`config.mk`:
```
export PLATFORM = sky130hd
export DESIGN_NAME = fragment_stop_and_wait_sender_flat
export DESIGN_NICKNAME = d
export VERILOG_FILES = /design/src/rtl/fsws_pkg.sv /design/src/rtl/fsws_ifs.sv /design/src/rtl/fsws_rem.sv /design/src/rtl/fsws_dp.sv /design/src/rtl/fsws_ctrl.sv /design/src/rtl/fragment_stop_and_wait_sender.sv /design/src/flat_wrapper.sv
export SDC_FILE = /design/constraint.sdc
export NUM_CORES = 1
export LEC_CHECK = 0
export BUFFER_PORTS_ARGS = -buffer_cell sky130_fd_sc_hd__buf_2
export CAP_MARGIN = 0
export CORE_ASPECT_RATIO = 1.2
export CORE_UTILIZATION = 50
export CTS_CLUSTER_DIAMETER = 100
export CTS_CLUSTER_SIZE = 28
export DETAILED_ROUTE_END_ITERATION = 8
export GPL_TIMING_DRIVEN = 0
export PLACE_DENSITY_LB_ADDON = 0.15
export SLEW_MARGIN = 40
export SYNTH_ARGS = -nofsm -noshare
export SYNTH_HDL_FRONTEND = slang
export SYNTH_SLANG_ARGS = --single-unit
```
`constraint.sdc`:
```
create_clock -name clk_i -period 3.65 [get_ports clk_i]
set_input_delay 0.365 -clock clk_i [delete_from_list [all_inputs] [get_ports clk_i]]
set_output_delay 0.365 -clock clk_i [all_outputs]
set_load 0.005 [all_outputs]
```
`src/rtl/fsws_pkg.sv`:
```
// Shared types, codes and widths of the fragment stop-and-wait sender.
package fsws_pkg;

  localparam int IDX_W = 16;
  localparam int CNT_W = 16;
  localparam int ATT_W = 9;
  localparam int DEV_W = 64;
  localparam int CAP_W = 32;
  localparam int CFG_W = 16;
  localparam int NUM_STATS = 7;

  // operations
  localparam logic [1:0] OP_START = 2'd0;
  localparam logic [1:0] OP_STEP  = 2'd1;
  localparam logic [1:0] OP_ABORT = 2'd2;

  // transfer phases
  localparam logic [3:0] PH_IDLE     = 4'd0;
  localparam logic [3:0] PH_BUILD    = 4'd1;
  localparam logic [3:0] PH_START_TX = 4'd2;
  localparam logic [3:0] PH_WAIT_TX  = 4'd3;
  localparam logic [3:0] PH_WAIT_ACK = 4'd4;
  localparam logic [3:0] PH_ADVANCE  = 4'd5;
  localparam logic [3:0] PH_COMPLETE = 4'd6;
  localparam logic [3:0] PH_ABORTED  = 4'd7;
  localparam logic [3:0] PH_ERROR    = 4'd8;

  // radio commands
  localparam logic [2:0] CMD_NONE    = 3'd0;
  localparam logic [2:0] CMD_BUILD   = 3'd1;
  localparam logic [2:0] CMD_SEND    = 3'd2;
  localparam logic [2:0] CMD_RX      = 3'd3;
  localparam logic [2:0] CMD_STANDBY = 3'd4;

  // result status
  localparam logic [1:0] ST_OK        = 2'd0;
  localparam logic [1:0] ST_IN_FLIGHT = 2'd1;
  localparam logic [1:0] ST_ERROR     = 2'd2;

  // configuration register indexes
  localparam logic [1:0] CFG_ACK_EN      = 2'd0;
  localparam logic [1:0] CFG_MAX_RETRIES = 2'd1;
  localparam logic [1:0] CFG_SKIP_PERIOD = 2'd2;

  // statistics counter slots
  localparam int CI_RETRIES   = 0;
  localparam int CI_TIMEOUTS  = 1;
  localparam int CI_RADIO_ERR = 2;
  localparam int CI_TX_DONE   = 3;
  localparam int CI_ACKS      = 4;
  localparam int CI_FAILED    = 5;
  localparam int CI_TX_START  = 6;

  typedef struct packed {
    logic [1:0]       operation;
    logic [IDX_W-1:0] frag_total;
    logic [DEV_W-1:0] sender_dev;
    logic [CAP_W-1:0] capture_tag;
    logic             radio_busy;
    logic             step_ok;
    logic             rx_start_ok;
    logic             ack_valid;
    logic [DEV_W-1:0] ack_device;
    logic [CAP_W-1:0] ack_capture;
    logic [IDX_W-1:0] ack_index;
    logic [7:0]       ack_code;
  } req_t;

  typedef struct packed {
    logic [3:0]       phase;
    logic [2:0]       command;
    logic [IDX_W-1:0] current_index;
    logic [ATT_W-1:0] attempt;
    logic [1:0]       status;
    logic [CNT_W-1:0] retries_total;
    logic [CNT_W-1:0] ack_timeouts_total;
    logic [CNT_W-1:0] radio_errors_total;
    logic [CNT_W-1:0] tx_done_total;
    logic [CNT_W-1:0] acks_total;
    logic [CNT_W-1:0] failed_index;
    logic [CNT_W-1:0] tx_started_total;
  } rsp_t;

  // controller -> datapath
  typedef struct packed {
    logic                 start;
    logic                 att_clr;
    logic                 att_inc;
    logic                 idx_inc;
    logic                 fail_cap;
    logic [NUM_STATS-1:0] bump;
  } dp_cmd_t;

  // datapath -> controller
  typedef struct packed {
    logic ack_en;
    logic att_le_max;
    logic att_inc_le_max;
    logic skip_hit;
    logic ack_match;
    logic last_frag;
    logic mod_busy;
  } dp_sts_t;

endpackage

```
`src/rtl/fsws_ifs.sv`:
```
// Request and result channel interfaces of the fragment sender.
interface fsws_req_if;
  logic               valid;
  logic               ready;
  fsws_pkg::req_t     data;

  modport source (output valid, output data, input ready);
  modport sink   (input valid, input data, output ready);
endinterface

interface fsws_rsp_if;
  logic               valid;
  logic               ready;
  fsws_pkg::rsp_t     data;

  modport source (output valid, output data, input ready);
  modport sink   (input valid, input data, output ready);
endinterface

```
`src/rtl/fsws_rem.sv`:
```
// Serial restoring remainder unit, one quotient bit per cycle.
module fsws_rem (
  input  logic                       clk_i,
  input  logic                       rst_ni,
  input  logic                       start_i,
  input  logic [fsws_pkg::IDX_W-1:0] dividend_i,
  input  logic [fsws_pkg::IDX_W-1:0] divisor_i,
  output logic                       busy_o,
  output logic                       done_o,
  output logic [fsws_pkg::IDX_W-1:0] rem_o
);
  import fsws_pkg::*;

  localparam int CW = $clog2(IDX_W);

  logic          busy_q, busy_d;
  logic [CW-1:0] cnt_q, cnt_d;
  logic [IDX_W-1:0] dvd_q, dvd_d;
  logic [IDX_W-1:0] div_q, div_d;
  logic [IDX_W-1:0] rem_q, rem_d;
  logic [IDX_W:0]   part;
  logic [IDX_W:0]   diff;

  assign part = {rem_q, dvd_q[IDX_W-1]};
  assign diff = part - {1'b0, div_q};

  always_comb begin
    busy_d = busy_q;
    cnt_d  = cnt_q;
    dvd_d  = dvd_q;
    div_d  = div_q;
    rem_d  = rem_q;
    if (start_i) begin
      busy_d = 1'b1;
      cnt_d  = CW'(IDX_W - 1);
      dvd_d  = dividend_i;
      div_d  = divisor_i;
      rem_d  = '0;
    end else if (busy_q) begin
      dvd_d = {dvd_q[IDX_W-2:0], 1'b0};
      rem_d = diff[IDX_W] ? part[IDX_W-1:0] : diff[IDX_W-1:0];
      cnt_d = cnt_q - 1'b1;
      if (cnt_q == '0) busy_d = 1'b0;
    end
  end

  always_ff @(posedge clk_i or negedge rst_ni) begin
    if (!rst_ni) begin
      busy_q <= 1'b0;
      cnt_q  <= '0;
    end else begin
      busy_q <= busy_d;
      cnt_q  <= cnt_d;
    end
  end

  always_ff @(posedge clk_i) begin
    dvd_q <= dvd_d;
    div_q <= div_d;
    rem_q <= rem_d;
  end

  assign busy_o = busy_q;
  // last iteration: rem_d holds the final remainder
  assign done_o = busy_q && (cnt_q == '0) && !start_i;
  assign rem_o  = rem_d;

endmodule

```
`src/rtl/fsws_dp.sv`:
```
// Datapath: position, identifiers, config, statistics and index-modulo tracker.
module fsws_dp (
  input  logic                       clk_i,
  input  logic                       rst_ni,
  input  fsws_pkg::req_t             req_i,
  input  fsws_pkg::dp_cmd_t          cmd_i,
  input  logic                       cfg_we_i,
  input  logic [1:0]                 cfg_idx_i,
  input  logic [fsws_pkg::CFG_W-1:0] cfg_data_i,
  output fsws_pkg::dp_sts_t          sts_o,
  output logic [fsws_pkg::IDX_W-1:0] index_o,
  output logic [fsws_pkg::ATT_W-1:0] attempt_o,
  output logic [fsws_pkg::CNT_W-1:0] stats_o [fsws_pkg::NUM_STATS]
);
  import fsws_pkg::*;

  logic             ack_en_q;
  logic [7:0]       max_retries_q;
  logic [IDX_W-1:0] skip_q;

  logic [IDX_W-1:0] index_q;
  logic [ATT_W-1:0] attempt_q;
  logic [IDX_W-1:0] count_q;
  logic [DEV_W-1:0] device_q;
  logic [CAP_W-1:0] capture_q;
  logic [CNT_W-1:0] stat_q [NUM_STATS];
  logic [IDX_W-1:0] mod_q;

  logic [IDX_W-1:0] index_inc;
  logic [ATT_W-1:0] attempt_inc;
  logic [IDX_W-1:0] mod_inc;
  logic             rem_start;
  logic             rem_busy;
  logic             rem_done;
  logic [IDX_W-1:0] rem_val;

  assign index_inc   = index_q + 1'b1;
  assign attempt_inc = (attempt_q == '1) ? attempt_q : attempt_q + 1'b1;
  assign mod_inc     = (mod_q + 1'b1 == skip_q) ? '0 : mod_q + 1'b1;

  // a new nonzero period invalidates the tracker: recompute index mod period
  assign rem_start = cfg_we_i && (cfg_idx_i == CFG_SKIP_PERIOD) && (cfg_data_i != '0);

  fsws_rem u_rem (
    .clk_i      (clk_i),
    .rst_ni     (rst_ni),
    .start_i    (rem_start),
    .dividend_i (index_q),
    .divisor_i  (cfg_data_i[IDX_W-1:0]),
    .busy_o     (rem_busy),
    .done_o     (rem_done),
    .rem_o      (rem_val)
  );

  always_ff @(posedge clk_i or negedge rst_ni) begin
    if (!rst_ni) begin
      ack_en_q      <= 1'b1;
      max_retries_q <= 8'd3;
      skip_q        <= '0;
    end else if (cfg_we_i) begin
      unique case (cfg_idx_i)
        CFG_ACK_EN:      ack_en_q      <= cfg_data_i[0];
        CFG_MAX_RETRIES: max_retries_q <= cfg_data_i[7:0];
        CFG_SKIP_PERIOD: skip_q        <= cfg_data_i[IDX_W-1:0];
        default: ;
      endcase
    end
  end

  always_ff @(posedge clk_i or negedge rst_ni) begin
    if (!rst_ni) begin
      index_q   <= '0;
      attempt_q <= '0;
      count_q   <= '0;
      device_q  <= '0;
      capture_q <= '0;
      mod_q     <= '0;
      for (int k = 0; k < NUM_STATS; k++) stat_q[k] <= '0;
    end else begin
      if (cmd_i.start) begin
        index_q   <= '0;
        attempt_q <= '0;
        count_q   <= req_i.frag_total;
        device_q  <= req_i.sender_dev;
        capture_q <= req_i.capture_tag;
        for (int k = 0; k < NUM_STATS; k++) stat_q[k] <= '0;
      end else begin
        if (cmd_i.idx_inc) index_q <= index_inc;
        if (cmd_i.att_clr) attempt_q <= '0;
        else if (cmd_i.att_inc) attempt_q <= attempt_inc;
        for (int k = 0; k < NUM_STATS; k++) begin
          if (cmd_i.bump[k] && stat_q[k] != '1) stat_q[k] <= stat_q[k] + 1'b1;
        end
        if (cmd_i.fail_cap) stat_q[CI_FAILED] <= index_q[CNT_W-1:0];
      end
      if (rem_done) mod_q <= rem_val;
      else if (cmd_i.start) mod_q <= '0;
      else if (cmd_i.idx_inc) mod_q <= mod_inc;
    end
  end

  always_comb begin
    sts_o.ack_en         = ack_en_q;
    sts_o.att_le_max     = attempt_q <= {1'b0, max_retries_q};
    sts_o.att_inc_le_max = attempt_inc <= {1'b0, max_retries_q};
    sts_o.skip_hit       = (skip_q != '0) && (attempt_q == '0) && (mod_q == '0);
    sts_o.ack_match      = req_i.ack_valid && (req_i.ack_device == device_q) &&
                           (req_i.ack_capture == capture_q) &&
                           (req_i.ack_index == index_q) && (req_i.ack_code == 8'd0);
    sts_o.last_frag      = index_inc >= count_q;
    sts_o.mod_busy       = rem_busy;
  end

  assign index_o   = index_q;
  assign attempt_o = attempt_q;
  assign stats_o   = stat_q;

  a_mod_below_period: assert property (@(posedge clk_i) disable iff (!rst_ni)
    (!rem_busy && skip_q != '0) |-> (mod_q < skip_q))
    else $error("index modulo tracker out of range");

  a_start_clears_pos: assert property (@(posedge clk_i) disable iff (!rst_ni)
    (cmd_i.start && !rem_done) |=> (index_q == '0 && attempt_q == '0 && mod_q == '0))
    else $error("start did not clear position");

endmodule

```
`src/rtl/fsws_ctrl.sv`:
```
// Controller: transfer phase machine, handshake and result command/status.
module fsws_ctrl (
  input  logic               clk_i,
  input  logic               rst_ni,
  input  logic               in_valid_i,
  output logic               in_ready_o,
  input  fsws_pkg::req_t     req_i,
  output logic               out_valid_o,
  input  logic               out_ready_i,
  input  fsws_pkg::dp_sts_t  sts_i,
  output fsws_pkg::dp_cmd_t  cmd_o,
  output logic [3:0]         phase_o,
  output logic [2:0]         command_o,
  output logic [1:0]         status_o
);
  import fsws_pkg::*;

  logic [3:0] phase_q, phase_d;
  logic [2:0] command_q, command_d;
  logic [1:0] status_q, status_d;
  logic       out_valid_q, out_valid_d;
  logic       accept;
  logic       active;
  logic       retry_req;
  logic       retry_le;
  logic [2:0] finish_cmd;
  dp_cmd_t    cmd;

  assign in_ready_o = !sts_i.mod_busy && (!out_valid_q || out_ready_i);
  assign accept     = in_valid_i && in_ready_o;
  assign active     = (phase_q == PH_BUILD) || (phase_q == PH_START_TX) ||
                      (phase_q == PH_WAIT_TX) || (phase_q == PH_WAIT_ACK) ||
                      (phase_q == PH_ADVANCE);
  assign finish_cmd = req_i.radio_busy ? CMD_STANDBY : CMD_NONE;

  always_comb begin
    phase_d   = phase_q;
    command_d = CMD_NONE;
    status_d  = ST_OK;
    cmd       = '0;
    retry_req = 1'b0;
    retry_le  = 1'b0;

    unique case (req_i.operation)
      OP_START: begin
        if (active) begin
          status_d = ST_IN_FLIGHT;
        end else begin
          cmd.start = 1'b1;
          phase_d   = PH_BUILD;
        end
      end
      OP_ABORT: begin
        if (active) begin
          phase_d   = PH_ABORTED;
          command_d = finish_cmd;
        end
      end
      OP_STEP: begin
        unique case (phase_q)
          PH_BUILD: begin
            command_d = CMD_BUILD;
            if (!req_i.step_ok) begin
              phase_d   = PH_ERROR;
              command_d = finish_cmd;
              status_d  = ST_ERROR;
            end else begin
              cmd.att_clr = 1'b1;
              phase_d     = PH_START_TX;
            end
          end
          PH_START_TX: begin
            cmd.att_inc              = 1'b1;
            cmd.bump[CI_TX_START]    = 1'b1;
            retry_le                 = sts_i.att_inc_le_max;
            if (sts_i.skip_hit) begin
              // first attempt dropped on purpose: a lost ack if ack_en
              if (sts_i.ack_en) begin
                cmd.bump[CI_TIMEOUTS] = 1'b1;
                retry_req             = 1'b1;
              end else begin
                phase_d = PH_ADVANCE;
              end
            end else begin
              command_d = CMD_SEND;
              if (!req_i.step_ok) begin
                cmd.bump[CI_RADIO_ERR] = 1'b1;
                retry_req              = 1'b1;
              end else begin
                phase_d = PH_WAIT_TX;
              end
            end
          end
          PH_WAIT_TX: begin
            retry_le = sts_i.att_le_max;
            if (!req_i.radio_busy) begin
              if (!req_i.step_ok) begin
                cmd.bump[CI_RADIO_ERR] = 1'b1;
                retry_req              = 1'b1;
              end else begin
                cmd.bump[CI_TX_DONE] = 1'b1;
                if (!sts_i.ack_en) begin
                  phase_d = PH_ADVANCE;
                end else begin
                  command_d = CMD_RX;
                  if (!req_i.rx_start_ok) begin
                    cmd.bump[CI_RADIO_ERR] = 1'b1;
                    retry_req              = 1'b1;
                  end else begin
                    phase_d = PH_WAIT_ACK;
                  end
                end
              end
            end
          end
          PH_WAIT_ACK: begin
            retry_le = sts_i.att_le_max;
            if (!req_i.radio_busy) begin
              if (sts_i.ack_match) begin
                cmd.bump[CI_ACKS] = 1'b1;
                phase_d           = PH_ADVANCE;
              end else begin
                cmd.bump[CI_TIMEOUTS] = 1'b1;
                retry_req             = 1'b1;
              end
            end
          end
          PH_ADVANCE: begin
            cmd.idx_inc = 1'b1;
            if (sts_i.last_frag) begin
              phase_d   = PH_COMPLETE;
              command_d = finish_cmd;
            end else begin
              phase_d = PH_BUILD;
            end
          end
          default: ;
        endcase
      end
      default: ;
    endcase

    if (retry_req) begin
      if (retry_le) begin
        cmd.bump[CI_RETRIES] = 1'b1;
        phase_d              = PH_START_TX;
      end else begin
        cmd.fail_cap = 1'b1;
        phase_d      = PH_ABORTED;
        command_d    = finish_cmd;
      end
    end
  end

  assign cmd_o       = accept ? cmd : '0;
  assign out_valid_d = accept ? 1'b1 : (out_ready_i ? 1'b0 : out_valid_q);

  always_ff @(posedge clk_i or negedge rst_ni) begin
    if (!rst_ni) begin
      phase_q     <= PH_IDLE;
      command_q   <= CMD_NONE;
      status_q    <= ST_OK;
      out_valid_q <= 1'b0;
    end else begin
      out_valid_q <= out_valid_d;
      if (accept) begin
        phase_q   <= phase_d;
        command_q <= command_d;
        status_q  <= status_d;
      end
    end
  end

  assign out_valid_o = out_valid_q;
  assign phase_o     = phase_q;
  assign command_o   = command_q;
  assign status_o    = status_q;

  a_result_from_accept: assert property (@(posedge clk_i) disable iff (!rst_ni)
    $rose(out_valid_q) |-> $past(accept))
    else $error("result appeared without an accepted word");

  a_no_accept_in_recompute: assert property (@(posedge clk_i) disable iff (!rst_ni)
    accept |-> !sts_i.mod_busy)
    else $error("word accepted while modulo tracker recomputes");

  a_start_enters_build: assert property (@(posedge clk_i) disable iff (!rst_ni)
    (accept && cmd.start) |=> (phase_q == PH_BUILD && status_q == ST_OK))
    else $error("start did not enter build phase");

endmodule

```
`src/rtl/fragment_stop_and_wait_sender.sv`:
```
// Each accepted request word (start, service step or abort) yields exactly one result word,
// registered and presented the cycle after acceptance; a new word is taken in the same cycle
// the previous result is taken, so the block sustains one word per cycle unless the result
// waits or a remainder runs. The phase machine and all statistics register with the result.
// A write of a nonzero skip_period starts a serial remainder of the current fragment index
// by the new period, one bit per cycle; while it runs the request channel is held not ready.
// Configuration writes are taken at any time with cfg_we_i and have no read-back.
module fragment_stop_and_wait_sender (
  input  logic                       clk_i,
  input  logic                       rst_ni,
  fsws_req_if.sink                   in_i,
  fsws_rsp_if.source                 out_o,
  input  logic                       cfg_we_i,
  input  logic [1:0]                 cfg_idx_i,
  input  logic [fsws_pkg::CFG_W-1:0] cfg_data_i
);
  import fsws_pkg::*;

  dp_cmd_t          dp_cmd;
  dp_sts_t          dp_sts;
  logic [IDX_W-1:0] index;
  logic [ATT_W-1:0] attempt;
  logic [CNT_W-1:0] stats [NUM_STATS];
  logic [3:0]       phase;
  logic [2:0]       command;
  logic [1:0]       status;

  fsws_ctrl u_ctrl (
    .clk_i       (clk_i),
    .rst_ni      (rst_ni),
    .in_valid_i  (in_i.valid),
    .in_ready_o  (in_i.ready),
    .req_i       (in_i.data),
    .out_valid_o (out_o.valid),
    .out_ready_i (out_o.ready),
    .sts_i       (dp_sts),
    .cmd_o       (dp_cmd),
    .phase_o     (phase),
    .command_o   (command),
    .status_o    (status)
  );

  fsws_dp u_dp (
    .clk_i      (clk_i),
    .rst_ni     (rst_ni),
    .req_i      (in_i.data),
    .cmd_i      (dp_cmd),
    .cfg_we_i   (cfg_we_i),
    .cfg_idx_i  (cfg_idx_i),
    .cfg_data_i (cfg_data_i),
    .sts_o      (dp_sts),
    .index_o    (index),
    .attempt_o  (attempt),
    .stats_o    (stats)
  );

  // position and statistics registers hold the post-step values until the next accept
  always_comb begin
    out_o.data.phase              = phase;
    out_o.data.command            = command;
    out_o.data.current_index      = index;
    out_o.data.attempt            = attempt;
    out_o.data.status             = status;
    out_o.data.retries_total      = stats[CI_RETRIES];
    out_o.data.ack_timeouts_total = stats[CI_TIMEOUTS];
    out_o.data.radio_errors_total = stats[CI_RADIO_ERR];
    out_o.data.tx_done_total      = stats[CI_TX_DONE];
    out_o.data.acks_total         = stats[CI_ACKS];
    out_o.data.failed_index       = stats[CI_FAILED];
    out_o.data.tx_started_total   = stats[CI_TX_START];
  end

endmodule
```
`src/flat_wrapper.sv`:
```
// flat-port wrapper written by rule: the top's interface ports become plain ports
module fragment_stop_and_wait_sender_flat import fsws_pkg::*;
  (clk_i, rst_ni, cfg_we_i, cfg_idx_i, cfg_data_i, in_i_valid, in_i_data, in_i_ready, out_o_valid, out_o_data, out_o_ready);
  fsws_req_if in_i_i ();
  fsws_rsp_if out_o_i ();
  input  logic clk_i;
  input  logic rst_ni;
  input  logic cfg_we_i;
  input  logic [1:0] cfg_idx_i;
  input  logic [fsws_pkg::CFG_W-1:0] cfg_data_i;
  input wire logic [$bits(in_i_i.valid)-1:0] in_i_valid;
  input wire logic [$bits(in_i_i.data)-1:0] in_i_data;
  output wire logic [$bits(in_i_i.ready)-1:0] in_i_ready;
  output wire logic [$bits(out_o_i.valid)-1:0] out_o_valid;
  output wire logic [$bits(out_o_i.data)-1:0] out_o_data;
  input wire logic [$bits(out_o_i.ready)-1:0] out_o_ready;
  assign in_i_i.valid = in_i_valid;
  assign in_i_i.data = in_i_data;
  assign in_i_ready = in_i_i.ready;
  assign out_o_valid = out_o_i.valid;
  assign out_o_data = out_o_i.data;
  assign out_o_i.ready = out_o_ready;
  fragment_stop_and_wait_sender u_core (.clk_i(clk_i), .rst_ni(rst_ni), .in_i(in_i_i), .out_o(out_o_i), .cfg_we_i(cfg_we_i), .cfg_idx_i(cfg_idx_i), .cfg_data_i(cfg_data_i));
endmodule
```
==> run summary, run 1 <==
Status = complete, no violations
Die footprint = 39600 µm²
Power density over the cells = 573 nW/µm²
Filler cells = 3383
Fraction of layout cells with a size suffix above 1 = 0.234
Post-route minimum period = 3640 ps
Layout Nets = 2937
WL/cell = 21.7 µm
Slew Limit Headroom = 0.452
Clk_skew = 20.5 ps
Commonest non-fill, non-tap cell in the layout = nand2_1
Fin crit share = 0.997
RSZ-0062 raised after global routing = true
Path type of the worst setup path = register to register
H-tree depth = 1
Hold path depth = 3
Mux contribution to synthesized area = 0.0403
CP dominant cell by count = and3_4
Fmax = 0.275 GHz
Gp weighted congestion = 0.937
Synth Area in XOR/XNOR = 0.0807
Adder-cell area share of the yosys netlist = 0.0423
Vias in the first global route = 17600
Cts bufs inserted = 16
Cell variety after synth = 82
Hold_sp = in_i_data[144]
Critical-path top delay cell = dfrtp_2
Register bit total from synthesis = 353
Fin area = 23500 µm²
Mean Syn Cell Area = 9.10 µm²
Reg2reg path depth = 14
Top Ports = 409
Worst-margin pin slew = 822 ps
Compound-Gate Fraction of Synth Area = 0.110
Die height = 218 µm
WP data required = 4090 ps
First-pass GRT wire length = 102 mm
Inst Count DP = 3027
Port Buffer Count = 408
Post-synth ARST share = 0.864
Core area = 38100 µm²
Hold endpoint = u_core.u_dp.capture_q[20]
Post-synth EDFFs = 32
Reg clk slew, reported paths = 120 ps
Startpoint types = register
Max FFs per register = 112
Initial Util = 0.510
Final Hold Fails = 0
Syn nets = 2461
Largest family of logic cells by synthesized area = simple AND/OR/NAND/NOR gates
Global Route Usage Sum = 0.338
Critical path, cell by cell = ha_4 > nand3_4 > nor4_4 > and3_4 > and3_4 > nand3_1 > xnor2_2 > ha_1 > nand4_1 > nor4_2 > a21oi_2 > a311oi_1 > a31oi_1 > mux2_4
Critical Path Fanout Max = 4
Worst Slack Setup Final = 10.4 ps
Max IR drop VDD = 0.446 mV
# rows = 78
Reg-to-reg endpoint = u_core.u_ctrl.phase_o[0]
# DRC = 0
Ys flop type = dfrtp_1
Slowest stage delay, CP = 500 ps
FF+latch area = 8930 µm²
Commonest cells after routing, fill and taps aside = 427 x nand2_1, 419 x buf_2, 294 x dfrtp_1
Max Transition Viols Final = 0
Antenna-violating nets left = 0
Largest net degree at the start of global routing = 72
Drt total wl = 67.7 mm
Max Cap Viol = 0
Die X = 182 µm
P_leak = 11.7 nW
Initial antenna violation count = 25
Grt total ovfl = 0
DR vias = 17800
Clk_lat worst skew = 550 ps
Post-synthesis simple-gate area fraction = 0.228
Post-Syn Area = 19400 µm²
Sink Count = 353
Final Non-Filler Cells = 3116
Final setup vio count = 0
First-pass DRT Iterations = 5
Clk root buf = clkbuf_16
Multi-input combinational cell area = 10200 µm²
Placed instance area = 22200 µm²
First-iteration detailed-routing DRC count = 1190
Vias per cell = 5.72
Pre-CTS setup slack = -887 ps
Synth-to-Final Area Change = 21.3%
Hpwl dp = 52.5 mm
Synthesized instance count = 2135
CTS Buffer Depth = 3
Crit. End Element = register
Hold WC Path Type = input pin to register
Worst endpoint data arrival time = 4080 ps
Seq/Total Area, Yosys = 0.459
FF-to-FF setup slack = 10 ps
CTS tree = done
Warnings, synthesis = 0
Reg-to-Reg Start = u_core.u_dp.index_o[0]
Yosys cell counts (6+ instances only):
library cell	number	area, µm²
dfrtp_1	302	7560
ha_1	64	801
nor2_1	138	518
nor2b_1	48	300
dfxtp_1	16	320
a21oi_1	63	315
and3_1	36	225
a2111o_1	8	90.1
mux2i_1	46	460
xor2_1	49	429
and4_1	10	87.6
a31oi_1	10	62.6
nor3b_1	6	45.0
a2111oi_0	11	96.3
nand3_1	68	340
or2_2	16	100
nand4_1	42	263
xnor2_1	130	1140
o21ai_0	130	651
o2111ai_1	8	70.1
clkbuf_1	65	244
or3_1	11	68.8
a21o_1	9	67.6
a22o_1	7	61.3
o21a_1	9	67.6
nand2_1	428	1610
and2_1	9	56.3
o22ai_1	14	87.6
a22oi_1	6	45.0
mux2_2	26	293
nor3_1	35	175
nand2b_1	25	156
inv_1	114	428
edfxtp_1	32	961
buf_2	14	70.1
o211ai_1	8	60.1
nor4_1	33	206
what timing repair did:
item | 4_1_cts | 5_1_grt
hold endpoints to repair | 59 | 0
hold buffers | 15 | 0
pin swaps | 9 | 17
setup buffers | 9 | 20
setup endpoints to repair | 71 | 72
gates cloned | 1 | 2
gates resized for setup | 45 | 53
where the power goes:
group	leakage, nW	switching (mW)	internal (mW)
clock network	0.229	1.33	0.886
registers	4.42	0.813	4.98
logic	7.06	3.19	2.31
routing by layer:
metal / global-route usage / up-vias / wire length, µm
met3: 0.0605 / 174 / 4260
met5: 0 / - / 63
met4: 0.157 / 10 / 3460
met2: 0.591 / 665 / 33300
met1: 0.404 / 8676 / 26600
li1: - / 8297 / -
per-stage QoR:
| stage | total power [mW] | hold WS, ps | setup TNS (ps) | util |
|---|---|---|---|---|
| 6_report | 13.5 | 15.3 | 0 | 0.619 |
| 5_1_grt | 14.2 | 0.301 | -408 | 0.618 |
| 4_1_cts | 13.2 | 0.104 | 0 | 0.606 |
| 3_5_place_dp | 10.7 | 297 | -17870 | 0.583 |
| 3_3_place_gp | 10.5 | 454 | -1160750 | 0.580 |
| 2_1_floorplan | 8.93 | 69.4 | 0 | - |
worst max-delay path by stage:
stage	cells past startpoint	to	slack, ps	start
after CTS	16	u_core.u_dp.stats_o[100]	10	u_core.u_dp.attempt_o[5]
after global routing	14	u_core.u_ctrl.command_o[2]	-160	u_core.u_dp.index_o[7]
after global placement	1	u_core.u_dp.stats_o[54]	-3810	rst_ni
after floorplan	16	u_core.u_ctrl.command_o[2]	20	u_core.u_dp.index_o[4]
after detailed placement	16	u_core.u_ctrl.command_o[2]	-890	u_core.u_dp.index_o[0]
final	14	u_core.u_ctrl.phase_o[0]	10	u_core.u_dp.index_o[0]
area by class of cell:
class,instances,area share
Clock inverter,2,0.000584
Tap cell,480,0.0255
Timing Repair Buffer,457,0.108
Antenna cell,17,0.00181
Clock buffer,24,0.0192
Multi-Input combinational cell,1584,0.431
Inverter,115,0.0186
Buffer,84,0.0154
Sequential cell,353,0.379
kinds of logic (layout without fill, tap and decap cells):
kind of cell	after synthesis	after routing
AOI/OAI and AO/OA	331	332
buffers and inverters	200	682
xor gates and xnor gates	179	179
DFF	353	353
other	0	17
and+or+nand+nor	933	934
muxes	74	74
adders and majority gates	65	65
worst max-delay path, delay by kind of cell, from the launching register on:
family          cells  cell delay (ps)
mux                 1              270
simple gates        7             1520
compound gates      3              540
flops               1              500
xor+xnor            1              180
fa+ha+maj           2              520
No activity file was read; power rests on OpenSTA's default activity.
==> run 2, diff against run 1 <==
==> constraint.sdc (replaced) <==
create_clock -name clk_i -period 3.65 [get_ports clk_i]
set_input_delay 0.1825 -clock clk_i [delete_from_list [all_inputs] [get_ports clk_i]]
set_output_delay 0.1825 -clock clk_i [all_outputs]
set_load 0.005 [all_outputs]
==> run 2 against run 1 <==
Compared with the run above: sequential power barely moved; non-clock buffer count rose by 118; critical endpoint unchanged; cell count is 3.7% higher; first-iteration DRC count up 9.5%; count of clock-buffer cells in the layout did not move; core utilization increased by 3.1 points; total power increased by 0.92%; critical path type unchanged; largest power group unchanged; combinational power up 2%; maximum frequency up 0.60%.
==> run summary, run 2 (synthesis results as in run 1) <==
Commonest non-fill, non-tap cell in the layout = nand2_1
Seq pwr share = 0.425 (-0.004)
Fraction of layout cells with a size suffix above 1 = 0.224 (-0.00934)
Layout Nets = 3055 (+4.0%)
CTS tree = done
Power density over the cells = 551 nW/µm² (-3.9%)
Gp weighted congestion = 0.937 (unchanged)
Drt total wl = 69.3 mm (+2.3%)
FF+latch area = 8930 µm² (about the same)
# rows = 78 (unchanged)
Crit. End Element = register
Critical-path top delay cell = dfrtp_2
Multi-input combinational cell area = 10200 µm² (unchanged)
CP dominant cell by count = and3_4
Hpwl dp = 52.5 mm (unchanged)
Max Transition Viols Final = 0 (unchanged)
Clk root buf = clkbuf_16
Reg clk slew, reported paths = 120 ps (about the same)
Fin crit share = 0.991 (-0.00595)
Sink Count = 353 (unchanged)
Worst path buffer plus inverter count = 0 (unchanged)
Status = complete, no violations
Fmax = 0.276 GHz (+0.60%)
Sw Pwr = 5.37 mW (+0.77%)
Die height = 218 µm (unchanged)
Largest net degree at the start of global routing = 72 (unchanged)
Antenna-violating nets left = 0 (unchanged)
Max Cap Viol = 0 (unchanged)
Critical path, cell by cell = ha_4 > nand3_4 > nor4_4 > and3_4 > and3_4 > nand3_1 > xnor2_2 > ha_1 > nand4_1 > nor4_2 > a21oi_2 > a311oi_1 > a31oi_1 > mux2_4
Worst endpoint data arrival time = 4060 ps (-20 ps)
Clk_lat worst skew = 550 ps (about the same)
Hold WC Path Type = input pin to register
DR vias = 18500 (+3.7%)
Int Power = 8.25 mW (+1.0%)
CTS Buffer Depth = 3 (unchanged)
Vias per cell = 5.72 (about the same)
Cts bufs inserted = 16 (unchanged)
Clk_skew = 18.4 ps (-2.08 ps)
Top Ports = 409 (unchanged)
Part of the power in the clock network = 0.162 (-0.002)
Slowest stage delay, CP = 490 ps (about the same)
First-iteration detailed-routing DRC count = 1303 (+9.5%)
Post-route minimum period = 3620 ps (-21.7 ps)
Commonest cells after routing, fill and taps aside = 427 x nand2_1, 419 x buf_2, 293 x dfrtp_1
First-pass GRT wire length = 105 mm (+2.7%)
Slew Limit Headroom = 0.442 (-0.00929)
First-pass DRT Iterations = 7 (+2)
Synth-to-Final Area Change = 27.3%
# DRC = 0 (unchanged)
RSZ-0062 raised after global routing = true
Worst-margin pin slew = 836 ps (+13.9 ps)
Die X = 182 µm (unchanged)
Comb pwr share = 0.412 (+0.005)
Initial Util = 0.510 (unchanged)
Grt total ovfl = 0 (unchanged)
Filler cells = 3183 (-5.9%)
Startpoint types = register
Final setup vio count = 0 (unchanged)
P_leak = 12.2 nW (+4.2%)
Core area = 38100 µm² (unchanged)
Vias in the first global route = 18300 (+4.0%)
Port Buffer Count = 408 (unchanged)
Switching share of power = 0.394 (-0.000615)
WHS = 106 ps (+90.8 ps)
WL/cell = 21.5 µm (-1.3%)
Critical Path Fanout Max = 4 (unchanged)
Final Hold Fails = 0 (unchanged)
Die footprint = 39600 µm² (unchanged)
Max FFs per register = 112 (unchanged)
H-tree depth = 1 (unchanged)
Max IR drop VDD = 0.454 mV (+1.8%)
Crit-path leading delay family = simple AND/OR/NAND/NOR gates
Initial antenna violation count = 21 (-16%)
Global Route Usage Sum = 0.346 (+0.00778)
Final core utilization = 0.650 (+0.0310)
WP data required = 4090 ps (about the same)
Path type of the worst setup path = register to register
[run 2: cell types whose count changed in the layout (fill, tap and decap cells not counted), sizes merged]
cell	change
clkbuf	-1
dlygate4sd3	+118
diode	-3
buf	+1
[run 2: repair_timing]
item,4_1_cts,5_1_grt
pin swaps,9,16
resized for setup,45,54
endpoints found under the hold margin,324,0
gates cloned,1,2
buffers inserted,9,21
hold buffers,133,0
setup endpoints to repair,71,72
[run 2: final cells by class]
type                            count  share of cell area
Multi-Input combinational cell   1584               0.411
Sequential cell                   353               0.361
Timing Repair Buffer              576               0.151
Tap cell                          480              0.0243
Clock buffer                       24              0.0183
Inverter                          115              0.0177
Buffer                             83              0.0145
Antenna cell                       14             0.00142
Clock inverter                      2            0.000557
[run 2: worst paths after layout]
path	from	endpoint	slack (ps)	cells after the start
max	u_core.u_dp.index_o[0]	u_core.u_ctrl.phase_o[0]	30	14
min	in_i_data[122]	u_core.u_dp.attempt_o[8]	110	4
max reg2reg	u_core.u_dp.index_o[0]	u_core.u_ctrl.phase_o[0]	30	14
min reg2reg	u_core.u_ctrl.status_o[0]	u_core.u_ctrl.status_o[0]	480	2
max in group asynchronous	rst_ni	u_core.u_dp.attempt_o[0]	2390	4
min in group asynchronous	rst_ni	u_core.u_dp.stats_o[25]	130	2
[run 2: worst min-delay path, delay by kind of cell]
kind                   cells  cell delay [ps]
and+or+nand+nor            3              260
buffers and inverters      1              180
[run 2: per-stage QoR]
stage	area, µm²	cells	power, mW	TNS [ps]	setup slack, ps
finish	24700	3231	13.6	0	32.1
global route	24700	3228	14.3	-290	-121
CTS	24300	3195	13.3	0	12.2
detailed placement	22200	3027	10.7	-17540	-887
floorplan	19400	2135	8.93	0	22.1
global placement	22100	3023	10.5	-1104950	-3620
[run 2: layer usage]
| metal | GRT usage | up-vias | wire length, µm |
|---|---|---|---|
| met4 | 0.174 | 10 | 3820 |
| met5 | 0 | - | 69 |
| met1 | 0.410 | 8947 | 27000 |
| met3 | 0.0590 | 217 | 4260 |
| met2 | 0.605 | 785 | 34200 |
| li1 | - | 8521 | - |
[run 2: power groups by stage]
stage / clock, mW / combinational [mW] / sequential (mW)
after floorplan: 0 / 3.36 / 5.57
after global placement: 0 / 4.77 / 5.78
after detailed placement: 0 / 4.90 / 5.80
after CTS: 2.24 / 5.33 / 5.73
after global routing: 2.35 / 6.11 / 5.89
final: 2.21 / 5.62 / 5.79
==> run 3, diff against run 2 <==
- CORE_ASPECT_RATIO: 1.2 -> 0.5
- PLACE_DENSITY: default -> 0.79
- PLACE_DENSITY_LB_ADDON: 0.15 -> default
==> run 3 against run 2 <==
Compared with the run above: sequential power hardly changed; critical path type unchanged; critical path depth up 3; via count up 1.5%; highest routed layer unchanged; first-iteration DRC count rose by 52%; routed wire length down 1.9%; clock power is essentially flat; the flow now finishes with violations (setup timing); total power decreased by 2.5%.
==> run summary, run 3 (synthesis results as in run 1) <==
Status = finished with violations
Failing checks = setup timing
Max IR drop VDD = 0.331 mV (-27%)
Max Transition Viols Final = 0 (unchanged)
Critical Path Fanout Max = 5 (+1)
Final core utilization = 0.650 (+0.000775)
Comb pwr share = 0.399 (-0.013)
Setup tns final = -31.8 ps (-31.8 ps)
Largest net degree at the start of global routing = 74 (+2.8%)
First-iteration detailed-routing DRC count = 1981 (+52%)
Worst-margin pin slew = 873 ps (+36.7 ps)
DR vias = 18800 (+1.5%)
Grt total ovfl = 0 (unchanged)
Worst Slack Setup Final = -31.8 ps (-63.9 ps)
Post-route minimum period = 3680 ps (+63.9 ps)
Switching share of power = 0.391 (-0.00359)
Initial Util = 0.513 (+0.00287)
Gp weighted congestion = 0.990 (+5.7%)
Path type of the worst setup path = register to register
Int Power = 8.10 mW (-1.9%)
Part of the power in the clock network = 0.165 (+0.003)
Critical path, cell by cell = inv_1 > nor3_2 > nand3_2 > nor4_4 > and3_4 > and3_2 > xnor2_1 > ha_1 > a21o_1 > a21o_1 > a21oi_1 > o21ai_0 > a21oi_1 > nand2b_4 > a2111oi_4 > a311oi_2 > o21ai_0
WL/cell = 20.9 µm (-2.6%)
Commonest cells after routing, fill and taps aside = 427 x nand2_1, 420 x buf_2, 292 x dfrtp_1
Commonest non-fill, non-tap cell in the layout = nand2_1
Slowest stage delay, CP = 400 ps (-90 ps)
Final setup vio count = 1 (+1)
Placed instance area = 22300 µm² (+0.24%)
Max Cap Viol = 0 (unchanged)
Fin area = 24600 µm² (-0.44%)
Startpoint types = register
Fin crit share = 1.01 (+0.0175)
Fraction of layout cells with a size suffix above 1 = 0.221 (-0.00329)
Power density over the cells = 540 nW/µm² (-2.1%)
WP data required = 4070 ps (-20 ps)
Crit. End Element = register
Clk_skew = 21.7 ps (+3.33 ps)
Initial antenna violation count = 10 (-52%)
Die X = 281 µm (+54%)
Pre-CTS setup slack = -770 ps (+118 ps)
Clk_lat worst skew = 550 ps (about the same)
Max FFs per register = 112 (unchanged)
Fmax = 0.272 GHz (-1.7%)
Slew Limit Headroom = 0.417 (-0.0255)
RSZ-0062 raised after global routing = true
Reg clk slew, reported paths = 110 ps (about the same)
Inst Count DP = 3068 (+1.4%)
P_leak = 12.2 nW (-0.22%)
Vias in the first global route = 18500 (+1.2%)
Filler cells = 3036 (-4.6%)
H-tree depth = 1 (unchanged)
Synth-to-Final Area Change = 26.8%
Hpwl dp = 49.9 mm (-5.1%)
Final Non-Filler Cells = 3256 (+0.77%)
CTS tree = done
Clk root buf = clkbuf_16
Layout Nets = 3049 (-0.20%)
Worst endpoint data arrival time = 4100 ps (+40 ps)
Sink Count = 353 (unchanged)
Sw Pwr = 5.19 mW (-3.4%)
Top Ports = 409 (unchanged)
# DRC = 0 (unchanged)
Global Route Usage Sum = 0.339 (-0.00696)
First-pass GRT wire length = 104 mm (-1.4%)
CTS Buffer Depth = 3 (unchanged)
Die footprint = 39700 µm² (+0.11%)
Hold WC Path Type = input pin to register
Vias per cell = 5.76 (+0.76%)
Seq pwr share = 0.436 (+0.011)
# rows = 50 (-36%)
First-pass DRT Iterations = 6 (-1)
Cts bufs inserted = 16 (unchanged)
Critical-path top delay cell = dfrtp_2
Antenna-violating nets left = 0 (unchanged)
Core area = 37800 µm² (-0.56%)
Final Hold Fails = 0 (unchanged)
Port Buffer Count = 408 (unchanged)
Die height = 141 µm (-35%)
Drt total wl = 68.0 mm (-1.9%)
run 3: power groups by stage:
stage	clock [mW]	combinational, mW	sequential [mW]
finish	2.19	5.30	5.79
global route	2.34	5.79	5.88
CTS	2.20	4.97	5.72
detailed placement	0	4.76	5.81
global placement	0	4.61	5.79
floorplan	0	3.36	5.57
run 3: area by class of cell:
type | count | area [µm²] | share of cell area
multi-input combinational | 1584 | 10100 | 0.410
tap | 520 | 651 | 0.0264
buffer | 84 | 360 | 0.0146
antenna | 8 | 20.0 | 0.000813
inverter | 115 | 435 | 0.0177
clock inverter | 1 | 16.3 | 0.000661
sequential | 353 | 8930 | 0.363
timing repair buffer | 569 | 3660 | 0.149
clock buffer | 22 | 444 | 0.0180
run 3: timing repair:
action | in CTS | in global routing
hold endpoints to repair | 249 | 0
cloned | 1 | 1
resized for setup | 27 | 57
hold buffers | 131 | 0
pin swaps | 4 | 9
buffers inserted | 10 | 14
setup endpoints to repair | 64 | 90
run 3: worst paths after layout:
check | startpoint | endpoint | slack (ps) | depth (start not counted)
min | cfg_idx_i[1] | u_core.u_dp.ack_en_q | 40 | 3
min reg2reg | u_core.u_ctrl.status_o[0] | u_core.u_ctrl.status_o[0] | 480 | 2
max in group asynchronous | rst_ni | u_core.u_dp.stats_o[5] | 2480 | 4
min in group asynchronous | rst_ni | u_core.u_dp.skip_q[10] | 110 | 2
max | u_core.u_dp.index_o[4] | u_core.u_ctrl.command_o[2] | -30 | 17
max reg2reg | u_core.u_dp.index_o[4] | u_core.u_ctrl.command_o[2] | -30 | 17
run 3: critical path: cells and delay by family, from the launching register on:
| kind | cells | cell delay, ps |
|---|---|---|
| xor gates and xnor gates | 1 | 130 |
| AOI/OAI and AO/OA | 8 | 1350 |
| buffers and inverters | 1 | 140 |
| DFF | 1 | 400 |
| and+or+nand+nor | 6 | 1260 |
| adders and majority gates | 1 | 260 |
run 3: metrics by stage:
step / total power, mW / hold WS [ps]
floorplan: 8.93 / -113
global placement: 10.4 / 372
detailed placement: 10.6 / 95.0
CTS: 12.9 / 19.7
global route: 14.0 / 20.5
finish: 13.3 / 35.8
run 3: layer usage:
metal	global-route usage	share of wire	vias up
met5	0	0.00019	-
met4	0.186	0.060	2
met3	0.0736	0.080	241
met2	0.539	0.46	896
met1	0.434	0.40	9116
li1	-	-	8509
